===== src/hdl/lrb_pkg.sv =====
// shared types and codes for the link reconnect backoff controller
package lrb_pkg;

  typedef enum logic [3:0] {
    EV_START     = 4'd0,
    EV_STAUP     = 4'd1,
    EV_GOTIP     = 4'd2,
    EV_DISC      = 4'd3,
    EV_POLL      = 4'd4,
    EV_RECOVER   = 4'd5,
    EV_BEGINONB  = 4'd6,
    EV_CAND      = 4'd7,
    EV_CLEAR     = 4'd8,
    EV_FINISHONB = 4'd9,
    EV_STOP      = 4'd10,
    EV_FATAL     = 4'd11,
    EV_WAITQ     = 4'd12
  } event_t;

  typedef enum logic [2:0] {
    LS_STOPPED  = 3'd0,
    LS_UNPROV   = 3'd1,
    LS_CONNECT  = 3'd2,
    LS_ONLINE   = 3'd3,
    LS_BACKOFF  = 3'd4,
    LS_ONB      = 3'd5,
    LS_REJECTED = 3'd6,
    LS_FATAL    = 3'd7
  } link_mode_t;

  localparam int unsigned ActW = 9;
  localparam int unsigned ACT_NETDOWN    = 0;
  localparam int unsigned ACT_NETUP      = 1;
  localparam int unsigned ACT_REQONB     = 2;
  localparam int unsigned ACT_STARTSTA   = 3;
  localparam int unsigned ACT_CONNECT    = 4;
  localparam int unsigned ACT_REJECTCAND = 5;
  localparam int unsigned ACT_STOPSTA    = 6;
  localparam int unsigned ACT_RESTARTSTA = 7;
  localparam int unsigned ACT_STARTCAND  = 8;

  localparam logic [1:0] REG_MIN_BACKOFF = 2'd0;
  localparam logic [1:0] REG_MAX_BACKOFF = 2'd1;
  localparam logic [1:0] REG_AUTH_LIMIT  = 2'd2;

  typedef struct packed {
    logic [19:0] min_backoff;
    logic [19:0] max_backoff;
    logic [4:0]  auth_limit;
  } cfg_t;

  typedef struct packed {
    logic load;
    logic clr_fail;
    logic clr_auth;
    logic bump_auth;
    logic clr_dl;
    logic bo_start;
    logic cap_step;
    logic mod_start;
    logic mod_step;
    logic dl_set;
    logic in_backoff;
  } dp_cmd_t;

  typedef struct packed {
    logic        auth_reach;
    logic        due;
    logic        cap_done;
    logic        mod_last;
    logic [31:0] wait_val;
  } dp_sts_t;

endpackage


===== src/hdl/link_reconnect_backoff_fsm_unit.sv =====
// top level of the link reconnect controller with capped exponential backoff
//
// usage
// - input channel (in_valid/in_ready): one event per transfer with its
//   credential and auth flags, current time, jitter and wait ceiling
// - output channel (out_valid/out_ready): exactly one result per event:
//   action flags, new link state and remaining backoff wait
// - config channel (cfg_valid/cfg_ready): always ready; index 0 min backoff,
//   1 max backoff, 2 auth failure limit; other indexes are ignored; write
//   only while idle
// - sequencing: most events go from decode straight to the output register;
//   a disconnect that enters backoff adds the cap doubling loop (at most 20
//   doublings, plus a step to leave it), a bit-serial modulo and a deadline
//   step before the result is registered
// - flow: one event at a time; the next is taken once the result sits in
//   the output register, so a stalled receiver holds at most one waiting
//   result and blocks the input only after that
// - reset: link stopped, all flags, counters and the deadline cleared,
//   registers back to 1000 ms / 60000 ms / 3 failures
module link_reconnect_backoff_fsm_unit
  import lrb_pkg::*;
(
  input  logic        clk,
  input  logic        rst,
  input  logic        in_valid,
  output logic        in_ready,
  input  logic [3:0]  func,
  input  logic        creds_present,
  input  logic        auth_failed,
  input  logic [63:0] now_ms,
  input  logic [31:0] jitter,
  input  logic [31:0] wait_ceiling_ms,
  output logic        out_valid,
  input  logic        out_ready,
  output logic [8:0]  actions,
  output logic [2:0]  link_state,
  output logic [31:0] wait_ms,
  input  logic        cfg_valid,
  output logic        cfg_ready,
  input  logic [1:0]  cfg_index,
  input  logic [19:0] cfg_data
);

  cfg_t    cfg;
  dp_cmd_t cmd;
  dp_sts_t sts;

  // config registers, writable at any cycle
  assign cfg_ready = 1'b1;

  always_ff @(posedge clk) begin
    if (rst) begin
      cfg.min_backoff <= 20'd1000;
      cfg.max_backoff <= 20'd60000;
      cfg.auth_limit  <= 5'd3;
    end else if (cfg_valid) begin
      case (cfg_index)
        REG_MIN_BACKOFF: cfg.min_backoff <= cfg_data;
        REG_MAX_BACKOFF: cfg.max_backoff <= cfg_data;
        REG_AUTH_LIMIT:  cfg.auth_limit  <= cfg_data[4:0];
        default: ;
      endcase
    end
  end

  // controller: event decode and sequencing
  lrb_ctrl u_ctrl (
    .clk           (clk),
    .rst           (rst),
    .in_valid      (in_valid),
    .in_ready      (in_ready),
    .func          (func),
    .creds_present (creds_present),
    .auth_failed   (auth_failed),
    .out_valid     (out_valid),
    .out_ready     (out_ready),
    .actions       (actions),
    .link_state    (link_state),
    .wait_ms       (wait_ms),
    .cmd           (cmd),
    .sts           (sts)
  );

  // datapath: counters, deadline, backoff arithmetic
  lrb_datapath u_dp (
    .clk             (clk),
    .rst             (rst),
    .cfg             (cfg),
    .cmd             (cmd),
    .now_ms          (now_ms),
    .jitter          (jitter),
    .wait_ceiling_ms (wait_ceiling_ms),
    .sts             (sts)
  );

endmodule


===== src/hdl/lrb_datapath.sv =====
// counters, retry deadline, backoff cap doubling and serial modulo
module lrb_datapath
  import lrb_pkg::*;
(
  input  logic        clk,
  input  logic        rst,
  input  cfg_t        cfg,
  input  dp_cmd_t     cmd,
  input  logic [63:0] now_ms,
  input  logic [31:0] jitter,
  input  logic [31:0] wait_ceiling_ms,
  output dp_sts_t     sts
);

  logic [63:0] now_q;
  logic [31:0] jit_q;
  logic [31:0] ceil_q;
  logic [31:0] fail_cnt;
  logic [31:0] auth_cnt;
  logic [63:0] deadline;
  logic [19:0] cap;
  logic [4:0]  idx;
  logic [20:0] rem;
  logic [4:0]  cnt;

  logic [31:0] auth_inc;
  logic [31:0] fail_inc;
  logic [20:0] cap2;
  logic [19:0] lo;
  logic [19:0] span;
  logic [20:0] divisor;
  logic [21:0] shifted;
  logic [63:0] left;

  always_comb begin
    auth_inc = (auth_cnt == '1) ? auth_cnt : auth_cnt + 32'd1;
    fail_inc = (fail_cnt == '1) ? fail_cnt : fail_cnt + 32'd1;
    cap2     = {cap, 1'b0};
    lo       = cap >> 1;
    span     = cap - lo;
    divisor  = {1'b0, span} + 21'd1;
    shifted  = {rem, jit_q[31]};
    left     = deadline - now_q;
  end

  always_comb begin
    sts.auth_reach = auth_inc >= {27'd0, cfg.auth_limit};
    sts.due        = now_q >= deadline;
    sts.cap_done   = !(({27'd0, idx} < fail_cnt) && (cap != '0) &&
                       (cap < cfg.max_backoff));
    sts.mod_last   = cnt == '1;
    if (ceil_q == '0 || !cmd.in_backoff) begin
      sts.wait_val = ceil_q;
    end else if (deadline <= now_q) begin
      sts.wait_val = '0;
    end else if (left < {32'd0, ceil_q}) begin
      sts.wait_val = left[31:0];
    end else begin
      sts.wait_val = ceil_q;
    end
  end

  // item latch and backoff working registers
  always_ff @(posedge clk) begin
    if (cmd.load) begin
      now_q  <= now_ms;
      ceil_q <= wait_ceiling_ms;
      jit_q  <= jitter;
    end else if (cmd.mod_step) begin
      jit_q <= jit_q << 1;
    end
    if (cmd.bo_start) begin
      cap <= cfg.min_backoff;
      idx <= '0;
    end else if (cmd.cap_step) begin
      cap <= (cap2 > {1'b0, cfg.max_backoff}) ? cfg.max_backoff : cap2[19:0];
      idx <= idx + 5'd1;
    end
    if (cmd.mod_start) begin
      rem <= '0;
      cnt <= '0;
    end else if (cmd.mod_step) begin
      rem <= (shifted >= {1'b0, divisor}) ? 21'(shifted - {1'b0, divisor})
                                          : shifted[20:0];
      cnt <= cnt + 5'd1;
    end
  end

  // controller state held here: failure counters and deadline
  always_ff @(posedge clk) begin
    if (rst) begin
      fail_cnt <= '0;
      auth_cnt <= '0;
      deadline <= '0;
    end else begin
      if (cmd.clr_fail) fail_cnt <= '0;
      else if (cmd.dl_set) fail_cnt <= fail_inc;
      if (cmd.clr_auth) auth_cnt <= '0;
      else if (cmd.bump_auth) auth_cnt <= auth_inc;
      if (cmd.clr_dl) deadline <= '0;
      else if (cmd.dl_set) deadline <= now_q + {44'd0, lo} + {43'd0, rem};
    end
  end

endmodule


===== src/hdl/lrb_ctrl.sv =====
// event decode, link mode and flags, sequencer and result register
module lrb_ctrl
  import lrb_pkg::*;
(
  input  logic              clk,
  input  logic              rst,
  input  logic              in_valid,
  output logic              in_ready,
  input  logic [3:0]        func,
  input  logic              creds_present,
  input  logic              auth_failed,
  output logic              out_valid,
  input  logic              out_ready,
  output logic [ActW-1:0]   actions,
  output logic [2:0]        link_state,
  output logic [31:0]       wait_ms,
  output dp_cmd_t           cmd,
  input  dp_sts_t           sts
);

  typedef enum logic [5:0] {
    S_IDLE = 6'b000001,
    S_EXEC = 6'b000010,
    S_CAP  = 6'b000100,
    S_MOD  = 6'b001000,
    S_DEAD = 6'b010000,
    S_WAIT = 6'b100000
  } seq_t;

  seq_t        state, state_next;
  link_mode_t  mode, mode_next;
  logic        net_up, net_up_next;
  logic        creds, creds_next;
  logic        radio, radio_next;
  logic        cand, cand_next;
  logic        onb, onb_next;
  logic [3:0]  func_q;
  logic        creds_q;
  logic        auth_q;
  logic [ActW-1:0] acts, acts_next;
  logic        go_backoff;
  logic        out_free;

  assign in_ready = state == S_IDLE;
  assign out_free = !out_valid || out_ready;

  always_comb begin
    mode_next   = mode;
    net_up_next = net_up;
    creds_next  = creds;
    radio_next  = radio;
    cand_next   = cand;
    onb_next    = onb;
    acts_next   = '0;
    go_backoff  = 1'b0;
    cmd         = '0;
    cmd.in_backoff = mode == LS_BACKOFF;
    cmd.load    = in_valid && in_ready;
    state_next  = state;

    unique case (state)
      S_IDLE: begin
        if (in_valid) state_next = S_EXEC;
      end
      S_EXEC: begin
        case (func_q)
          EV_START: begin
            if (mode == LS_STOPPED) begin
              creds_next = creds_q;
              if (!creds_q) begin
                mode_next = LS_UNPROV;
                acts_next[ACT_REQONB] = 1'b1;
              end else begin
                mode_next  = LS_CONNECT;
                radio_next = 1'b1;
                acts_next[ACT_STARTSTA] = 1'b1;
              end
            end
          end
          EV_STAUP: begin
            if (mode == LS_CONNECT && creds) begin
              radio_next = 1'b1;
              acts_next[ACT_CONNECT] = 1'b1;
            end
          end
          EV_GOTIP: begin
            if (mode == LS_CONNECT || mode == LS_BACKOFF) begin
              mode_next   = LS_ONLINE;
              net_up_next = 1'b1;
              if (cand) begin
                creds_next = 1'b1;
                cand_next  = 1'b0;
              end
              cmd.clr_fail = 1'b1;
              cmd.clr_auth = 1'b1;
              cmd.clr_dl   = 1'b1;
              acts_next[ACT_NETUP] = 1'b1;
            end
          end
          EV_DISC: begin
            if ((onb && cand && mode == LS_CONNECT) ||
                (creds && (mode == LS_CONNECT || mode == LS_ONLINE ||
                           mode == LS_BACKOFF))) begin
              acts_next[ACT_NETDOWN] = net_up;
              net_up_next = 1'b0;
              if (onb && cand) begin
                cand_next  = 1'b0;
                radio_next = 1'b0;
                mode_next  = LS_ONB;
                cmd.clr_dl   = 1'b1;
                cmd.clr_fail = 1'b1;
                cmd.bump_auth = auth_q;
                acts_next[ACT_REJECTCAND] = 1'b1;
              end else if (auth_q && sts.auth_reach) begin
                cmd.bump_auth = 1'b1;
                mode_next  = LS_REJECTED;
                radio_next = 1'b0;
                cmd.clr_dl = 1'b1;
                acts_next[ACT_STOPSTA] = 1'b1;
                acts_next[ACT_REQONB]  = 1'b1;
              end else begin
                cmd.bump_auth = auth_q;
                cmd.clr_auth  = !auth_q;
                mode_next  = LS_BACKOFF;
                go_backoff = 1'b1;
              end
            end
          end
          EV_POLL: begin
            if (mode == LS_BACKOFF && sts.due) begin
              cmd.clr_dl = 1'b1;
              mode_next  = LS_CONNECT;
              acts_next[ACT_CONNECT] = 1'b1;
            end
          end
          EV_RECOVER: begin
            if (creds && !onb && (mode == LS_CONNECT || mode == LS_BACKOFF)) begin
              acts_next[ACT_NETDOWN] = net_up;
              net_up_next = 1'b0;
              mode_next   = LS_CONNECT;
              radio_next  = 1'b1;
              cmd.clr_dl   = 1'b1;
              cmd.clr_fail = 1'b1;
              cmd.clr_auth = 1'b1;
              acts_next[ACT_RESTARTSTA] = 1'b1;
            end
          end
          EV_BEGINONB: begin
            if (mode != LS_STOPPED && mode != LS_FATAL) begin
              acts_next[ACT_NETDOWN] = net_up;
              net_up_next = 1'b0;
              acts_next[ACT_STOPSTA] = radio;
              radio_next = 1'b0;
              mode_next  = LS_ONB;
              onb_next   = 1'b1;
              cand_next  = 1'b0;
              cmd.clr_dl   = 1'b1;
              cmd.clr_fail = 1'b1;
              cmd.clr_auth = 1'b1;
              acts_next[ACT_REQONB] = 1'b1;
            end
          end
          EV_CAND: begin
            if (mode == LS_ONB && onb && !cand) begin
              cand_next  = 1'b1;
              radio_next = 1'b1;
              mode_next  = LS_CONNECT;
              cmd.clr_dl   = 1'b1;
              cmd.clr_fail = 1'b1;
              cmd.clr_auth = 1'b1;
              acts_next[ACT_STARTCAND] = 1'b1;
            end
          end
          EV_CLEAR: begin
            if (mode == LS_ONB) begin
              creds_next  = 1'b0;
              cand_next   = 1'b0;
              radio_next  = 1'b0;
              net_up_next = 1'b0;
              cmd.clr_dl  = 1'b1;
              acts_next[ACT_REQONB] = 1'b1;
            end
          end
          EV_FINISHONB: begin
            if (onb) begin
              onb_next  = 1'b0;
              cand_next = 1'b0;
              cmd.clr_dl   = 1'b1;
              cmd.clr_fail = 1'b1;
              cmd.clr_auth = 1'b1;
              if (mode == LS_ONLINE && net_up && creds) begin
                radio_next = 1'b1;
              end else begin
                acts_next[ACT_NETDOWN] = net_up;
                net_up_next = 1'b0;
                if (creds) begin
                  radio_next = 1'b1;
                  mode_next  = LS_CONNECT;
                  acts_next[ACT_STARTSTA] = 1'b1;
                end else begin
                  radio_next = 1'b0;
                  mode_next  = LS_UNPROV;
                  acts_next[ACT_REQONB] = 1'b1;
                end
              end
            end
          end
          EV_STOP, EV_FATAL: begin
            if (func_q == EV_FATAL || mode != LS_STOPPED) begin
              acts_next[ACT_NETDOWN] = net_up;
              net_up_next = 1'b0;
              acts_next[ACT_STOPSTA] = radio || onb;
              radio_next = 1'b0;
              onb_next   = 1'b0;
              cand_next  = 1'b0;
              mode_next  = (func_q == EV_FATAL) ? LS_FATAL : LS_STOPPED;
              cmd.clr_dl = 1'b1;
            end
          end
          default: ;
        endcase
        cmd.bo_start = go_backoff;
        state_next = go_backoff ? S_CAP : S_WAIT;
      end
      S_CAP: begin
        if (sts.cap_done) begin
          cmd.mod_start = 1'b1;
          state_next = S_MOD;
        end else begin
          cmd.cap_step = 1'b1;
        end
      end
      S_MOD: begin
        cmd.mod_step = 1'b1;
        if (sts.mod_last) state_next = S_DEAD;
      end
      S_DEAD: begin
        cmd.dl_set = 1'b1;
        state_next = S_WAIT;
      end
      S_WAIT: begin
        if (out_free) state_next = S_IDLE;
      end
      default: state_next = S_IDLE;
    endcase
  end

  always_ff @(posedge clk) begin
    if (rst) begin
      state     <= S_IDLE;
      mode      <= LS_STOPPED;
      net_up    <= 1'b0;
      creds     <= 1'b0;
      radio     <= 1'b0;
      cand      <= 1'b0;
      onb       <= 1'b0;
      out_valid <= 1'b0;
    end else begin
      state  <= state_next;
      mode   <= mode_next;
      net_up <= net_up_next;
      creds  <= creds_next;
      radio  <= radio_next;
      cand   <= cand_next;
      onb    <= onb_next;
      if (state == S_WAIT && out_free) out_valid <= 1'b1;
      else if (out_ready) out_valid <= 1'b0;
    end
  end

  always_ff @(posedge clk) begin
    if (in_valid && in_ready) begin
      func_q  <= func;
      creds_q <= creds_present;
      auth_q  <= auth_failed;
    end
    if (state == S_EXEC) acts <= acts_next;
    if (state == S_WAIT && out_free) begin
      actions    <= acts;
      link_state <= mode;
      wait_ms    <= sts.wait_val;
    end
  end

endmodule

===== config.mk =====
export PLATFORM = sky130hd
export DESIGN_NAME = link_reconnect_backoff_fsm_unit
export DESIGN_NICKNAME = d
export VERILOG_FILES = /design/src/hdl/lrb_pkg.sv /design/src/hdl/link_reconnect_backoff_fsm_unit.sv /design/src/hdl/lrb_datapath.sv /design/src/hdl/lrb_ctrl.sv
export SDC_FILE = /design/constraint.sdc
export NUM_CORES = 1
export LEC_CHECK = 0
export BUFFER_PORTS_ARGS = -buffer_cell sky130_fd_sc_hd__buf_2
export CAP_MARGIN = 20
export CORE_ASPECT_RATIO = 0.8
export CORE_MARGIN = 1
export CORE_UTILIZATION = 40
export DETAILED_ROUTE_END_ITERATION = 10
export PLACE_DENSITY = 0.67
export SLEW_MARGIN = 20
export SYNTH_ARGS = -nofsm -noshare
export SYNTH_HDL_FRONTEND = slang
export SYNTH_SLANG_ARGS = --single-unit

===== constraint.sdc =====
create_clock -name clk -period 7.73 [get_ports clk]
set_input_delay 0.773 -clock clk [delete_from_list [all_inputs] [get_ports clk]]
set_output_delay 0.773 -clock clk [all_outputs]
set_load 0.02 [all_outputs]

==> impl_metrics.ini, run 1 <==
[finish]
nFillCells = 6999
fin_area_um2 = 32300
final_layout_size_suffix_gt1_share_pct = 10.0
syn_to_final_growth_pct = 11.4
fin_nets = 3911
utilization_pct = 45.4
fin_cells = 4479

[clock_tree]
root_buffer = clkbuf_16
post_cts_buffers = 0
cts_sinks = 426
clock_latency_ns = 0.61
ctsHoldBuffers = 0
cts_buffers = 48
ctsResizeCount = 0
cts_tree = yes
path_clk_slew_ns = 0.07
clockBufferDepth = 3
cts_htree_levels = 2

[timing]
whs_ns = 0.330
worstMarginPinSlew_ns = 1.15
finalSetupViolCount = 0
clock_skew_ns = 0.0344
slew_headroom_pct = 22.9
hold_violations = 0
clock.fmax_mhz = 156
fin_crit_ns = 6.39
grt_setup_unrepaired = false
drv_slew = 0
fin_tns_setup_ns = 0
timing.final.crit_share_pct = 82.7

[logic_synthesis]
synth_edf_count = 207
synthCells = 3364
synth_flop_cell = dfxtp_1
synthTopCellsByCount = nand2_1 (454), nor2_1 (314), a21oi_1 (227)
ys_types = 108
synthTopCellsByArea = edfxtp_1 (21%), dfxtp_1 (15%), ha_1 (9.5%)
ys_seq_elements = 426
synth_most_common_cell = nand2_1
yosysWarnings = 0
syn_nets = 3769
seq_area_frac_synth_pct = 36.6
syn_area_per_cell_um2 = 8.62
synth_top_area_share_pct = 21.4
syn_area_um2 = 29000
synthArstFlopShare_pct = 0
synth_top_area_cell = edfxtp_1

[die]
row_count = 87
initial_utilization_pct = 40.8
die_y_um = 243
io_pins = 208
fp.dieW_um = 303
core_area_um2 = 71100
die_area_um2 = 73500

[setup_path]
timing_worst_setup_path_type = register to register
cp-end-kind = register
cp-startpoint = u_dp.now_q[22]
worst-path-max-fanout = 32
r2r_slack_ns = 1.34
reg2reg_to = u_ctrl.wait_ms[3]
r2r-start = u_dp.now_q[22]
crit_end = u_ctrl.wait_ms[3]
cp.required_ns = 8.05
r2r_cells = 22
startpoint_type = register
cp.arrival_ns = 6.71

[grt]
grt_pass1_vias = 23380
overflow = 0
antenna_found_initial = 4
grt_usage_pct = 22.1
grt_max_degree = 90
grt_first_pass_wirelength_um = 130000

[placement]
routabilityCongestion = 0.961
dp_hpwl_um = 63200
port_buffers = 206
placed_area_um2 = 30700
placed_cells = 4390

[routing]
routedWlPerCell_um = 18.5
ant_nets = 0
avgViaCountPerCell = 5.64
drcViolationCount = 0
drt_iter0_drc = 2280
first_pass_iters = 7
vias = 25281
postRouteWirelength_um = 83000

[hold_path]
hold_path_class = input port to register

[power_and_ir_drop]
vdd_drop_max_mv = 0.160
leakagePower_nw = 13.0
powerDensity_nw_per_um2 = 183

[outcome]
status = complete, no violations

[flow_run]
cap_viol_max_count = 0
## kinds of logic (layout without fill, tap and decap cells)
kind of cell | Yosys count | after routing | share of synthesized area (%)
adders and majority gates | 244 | 244 | 11.1
AOI/OAI and AO/OA | 751 | 751 | 16.9
other | 1 | 2 | 0.0129
muxes | 55 | 55 | 1.91
DFF | 426 | 426 | 36.6
buffers and inverters | 338 | 518 | 5.02
xor gates and xnor gates | 213 | 213 | 6.50
and+or+nand+nor | 1336 | 1336 | 22.0
## sequential cells by signal (all words and copies together) (netlist names), 20 cells and up
name and cells:
u_dp.jit_q 32, u_dp.now_q 64, u_dp.fail_cnt 32, u_dp.cap 20, u_ctrl.wait_ms 32, cfg 45, u_dp.deadline 64, u_dp.auth_cnt 32
u_dp.rem 21, u_dp.ceil_q 32
## where the power goes
| part | switching, mW | leakage (nW) | internal (mW) |
|---|---|---|---|
| sequential | 0.0968 | 3.69 | 2.53 |
| combinational | 0.599 | 8.55 | 0.337 |
| clock | 0.966 | 0.765 | 1.36 |
## cell usage in the layout, fill, tap and decap left out, types with 17 or more instances in the layout
cell type / instances
o21bai_1: 17
clkbuf_16: 52
nand3_1: 97
nor2b_1: 28
a31oi_1: 34
nand4_1: 72
buf_4: 25
fa_1: 23
mux2i_1: 52
edfxtp_1: 207
buf_2: 206
nor3_1: 89
nor2_1: 314
o211ai_1: 31
nand2b_1: 33
and4_1: 21
and3_1: 29
or3_1: 44
a21oi_1: 226
o21a_1: 27
ha_1: 221
o21ai_0: 111
o21ai_1: 26
and2_1: 23
dfxtp_1: 219
nand2_1: 453
a21o_1: 56
xor2_1: 88
xnor2_1: 124
a211oi_1: 78
nor4_1: 52
inv_1: 196
## metrics by stage
stage	total power, mW	worst slack, ns
5_1_grt	6.17	0.866
3_3_place_gp	3.60	1.57
4_1_cts	5.95	1.40
2_1_floorplan	3.32	2.16
3_5_place_dp	3.60	1.40
6_report	5.90	1.34
## worst min-delay path by stage
stage / slack, ns / cells past startpoint / from / endpoint
6_report: 0.33 / 1 / now_ms[51] / u_dp.now_q[51]
5_1_grt: 0.31 / 1 / now_ms[49] / u_dp.now_q[49]
4_1_cts: 0.30 / 1 / now_ms[51] / u_dp.now_q[51]
3_5_place_dp: 0.41 / 0 / u_ctrl.acts[8] / u_ctrl.actions[8]
3_3_place_gp: 0.40 / 0 / u_ctrl.acts[4] / u_ctrl.actions[4]
2_1_floorplan: 0.40 / 0 / u_ctrl.acts[0] / u_ctrl.actions[0]
## final cells by class
cell class	instances	area (um^2)	area share [%]
Timing Repair Buffer	231	1220	3.78
Multi-Input combinational cell	2600	17000	52.5
Clock inverter	16	161	0.500
Antenna cell	1	2.50	0.00775
Inverter	199	752	2.33
Tap cell	934	1170	3.62
Clock buffer	72	1420	4.39
Sequential cell	426	10600	32.8
## routing by layer
layer	track usage [%]	up-vias	routed length (um)
met2	31.7	803	34200
met5	0	-	7
met1	34.4	11973	41600
met3	3.42	94	5740
met4	5.04	2	1470
li1	-	12409	-
## worst max-delay path: stages (launching register included)
cell,delay [ns]
edfxtp_1,0.33
clkinv_1,0.16
ha_1,0.49
nand4_1,0.19
or2_1,0.29
or3_1,0.35
a211o_1,0.30
nand2_1,0.18
a21oi_1,0.12
xnor2_1,0.24
ha_1,0.29
a211o_1,0.27
o211ai_1,0.09
o2111ai_1,0.12
a2111o_1,0.36
or4_1,0.39
a2111oi_0,0.37
o2111ai_1,0.19
nor4_1,0.30
and4b_1,0.23
and4b_2,0.23
buf_4,0.47
mux2i_1,0.16
Power figures use the tool's default switching activity.
==> run 2, diff against run 1 <==
==> constraint.sdc (replaced) <==
create_clock -name clk -period 6.68 [get_ports clk]
set_input_delay 0.668 -clock clk [delete_from_list [all_inputs] [get_ports clk]]
set_output_delay 0.668 -clock clk [all_outputs]
set_load 0.02 [all_outputs]
==> run 2 against run 1 <==
  * Register-to-register slack worse by 0.90 ns
  * Clock skew is 0.0064 ns lower
  * Sequential power is 16% higher
  * Fmax is 2.4% higher
  * Via count stayed put
  * Clock power is 20% higher
  * Critical path type unchanged
==> impl_metrics.ini, run 2 (synthesized netlist as in run 1, its figures left out) <==
[power_and_ir_drop]
leakagePower_nw = 13.1
clockPowerShare_pct = 40.4
powerDensity_nw_per_um2 = 213
switchingPower_mw = 1.96
swShare_pct = 28.3
total_power_mw = 6.92
pwr-share-comb_pct = 15.5
seq_power_share_pct = 44.0
vdd_drop_max_mv = 0.157
internal-power_mw = 4.96

[timing]
hold_violations = 0
drv_slew = 0
finalSetupViolCount = 0
timing.final.crit_share_pct = 93.4
grt_setup_unrepaired = false
clock.fmax_mhz = 160
slew_headroom_pct = 33.6
fin_crit_ns = 6.24
fin_tns_setup_ns = 0
clock_skew_ns = 0.0281
worstMarginPinSlew_ns = 0.996

[clock_tree]
post_cts_buffers = 0
ctsResizeCount = 0
clock_latency_ns = 0.61
cts_buffers = 48
path_clk_slew_ns = 0.07
root_buffer = clkbuf_16
cts_tree = yes
cts_sinks = 426
clockBufferDepth = 3
ctsHoldBuffers = 0
cts_htree_levels = 2

[setup_path]
timing_worst_setup_path_type = register to register
r2r_cells = 22
cp.required_ns = 7.13
r2r-start = u_dp.now_q[22]
crit_slowest_cell = ha_1
startpoint_type = register
path_cells = clkinv_1 > ha_1 > nand4_1 > or2_1 > or3_1 > a211o_1 > nand2_1 > a21oi_1 > xnor2_1 > ha_1 > a211o_1 > o211ai_1 > o2111ai_1 > a2111o_1 > or4_1 > a2111oi_0 > o2111ai_1 > nor4_1 > and4b_1 > and4b_2 > buf_12 > mux2i_1
cp.arrival_ns = 6.69
cp-end-kind = register
worst-path-max-fanout = 32
r2r_slack_ns = 0.44
reg2reg_to = u_ctrl.wait_ms[6]
cpPeakStageDelay_ns = 0.50

[die]
die_y_um = 243
fp.dieW_um = 303
row_count = 87
die_area_um2 = 73500
initial_utilization_pct = 40.8
core_area_um2 = 71100
io_pins = 208

[hold_path]
hold_path_class = input port to register
holdPathEnd = u_dp.now_q[49]
hold_depth = 1
hold_start = now_ms[49]

[placement]
routabilityCongestion = 0.988
port_buffers = 206
dp_hpwl_um = 62800

[finish]
syn_to_final_growth_pct = 11.8
regArea_um2 = 10600
multi_input_area_um2 = 17000
final_layout_size_suffix_gt1_share_pct = 10.6
nFillCells = 6991
fin_nets = 3913
layout_commonest_cell = nand2_1
layout_common_cells = nand2_1 (453), nor2_1 (314), a21oi_1 (226)
top_regs = u_dp.deadline x64, u_dp.now_q x64, cfg x45

[routing]
ant_nets = 0
first_pass_iters = 6
drt_iter0_drc = 2270
vias = 25281
routedWlPerCell_um = 18.4
drcViolationCount = 0
postRouteWirelength_um = 82600
avgViaCountPerCell = 5.64

[grt]
grt_first_pass_wirelength_um = 130000
grt_max_degree = 91
antenna_found_initial = 5
grt_pass1_vias = 23366
grt_usage_pct = 21.9
overflow = 0

[flow_run]
cap_viol_max_count = 0

[outcome]
status = complete, no violations
[run 2: changes by cell type in the layout (fill, tap and decap cells not counted), sizes merged]
cell and change:
clkinv +2, clkbuf -6, diode +3, buf +2
clkinvlp +2, inv +4
[run 2: power groups by stage]
stage          clock network (mW)  logic (mW)  registers, mW
2_1_floorplan                   0       0.777           3.06
3_3_place_gp                    0        1.06           3.10
3_5_place_dp                    0        1.06           3.10
4_1_cts                      2.87        1.07           3.04
5_1_grt                      2.97        1.20           3.06
6_report                     2.80        1.07           3.05
[run 2: stage by stage]
step	worst slack [ns]	cell area, um^2	hold WS (ns)	util (%)	cells
final	0.441	32400	0.229	45.6	4486
after global routing	0.0593	32400	0.203	45.6	4484
after CTS	0.543	32400	0.191	45.6	4482
after detailed placement	0.544	30700	0.405	43.2	4392
after global placement	0.795	30700	0.403	43.2	4392
after floorplan	1.11	29000	0.400	-	3364
[run 2: critical path: cells and delay by family (launching register included)]
family	cells	cell delay, ns
mux	1	0.23
compound gates	8	1.84
xor+xnor	1	0.26
fa+ha+maj	2	0.80
simple gates	8	2.20
flops	1	0.32
buf+inv	2	0.41
[run 2: layer usage]
metal | GRT usage, % | vias up | wire length (um) | part of all wire (%)
met5 | 0 | - | 17 | 0.021
met4 | 5.14 | 2 | 1520 | 1.8
met3 | 3.68 | 115 | 6350 | 7.7
met2 | 31.4 | 835 | 34000 | 41
met1 | 33.8 | 11900 | 40800 | 49
li1 | - | 12429 | - | -
[run 2: area by class of cell]
class	count	area share, %
timing repair buffer	233	3.84
clock inverter	24	0.722
sequential	426	32.7
multi-input combinational	2600	52.3
antenna	4	0.0309
inverter	199	2.32
clock buffer	66	4.45
tap	934	3.61
[run 2: how the worst max path moves through the flow]
| stage | from | to | cells past startpoint |
|---|---|---|---|
| 3_5_place_dp | u_dp.now_q[22] | u_ctrl.wait_ms[16] | 22 |
| 5_1_grt | u_dp.now_q[22] | u_ctrl.wait_ms[6] | 22 |
| 6_report | u_dp.now_q[22] | u_ctrl.wait_ms[6] | 22 |
| 4_1_cts | u_dp.now_q[22] | u_ctrl.wait_ms[16] | 22 |
| 2_1_floorplan | u_dp.cap[1] | u_dp.rem[15] | 25 |
| 3_3_place_gp | u_dp.now_q[22] | u_ctrl.wait_ms[4] | 22 |
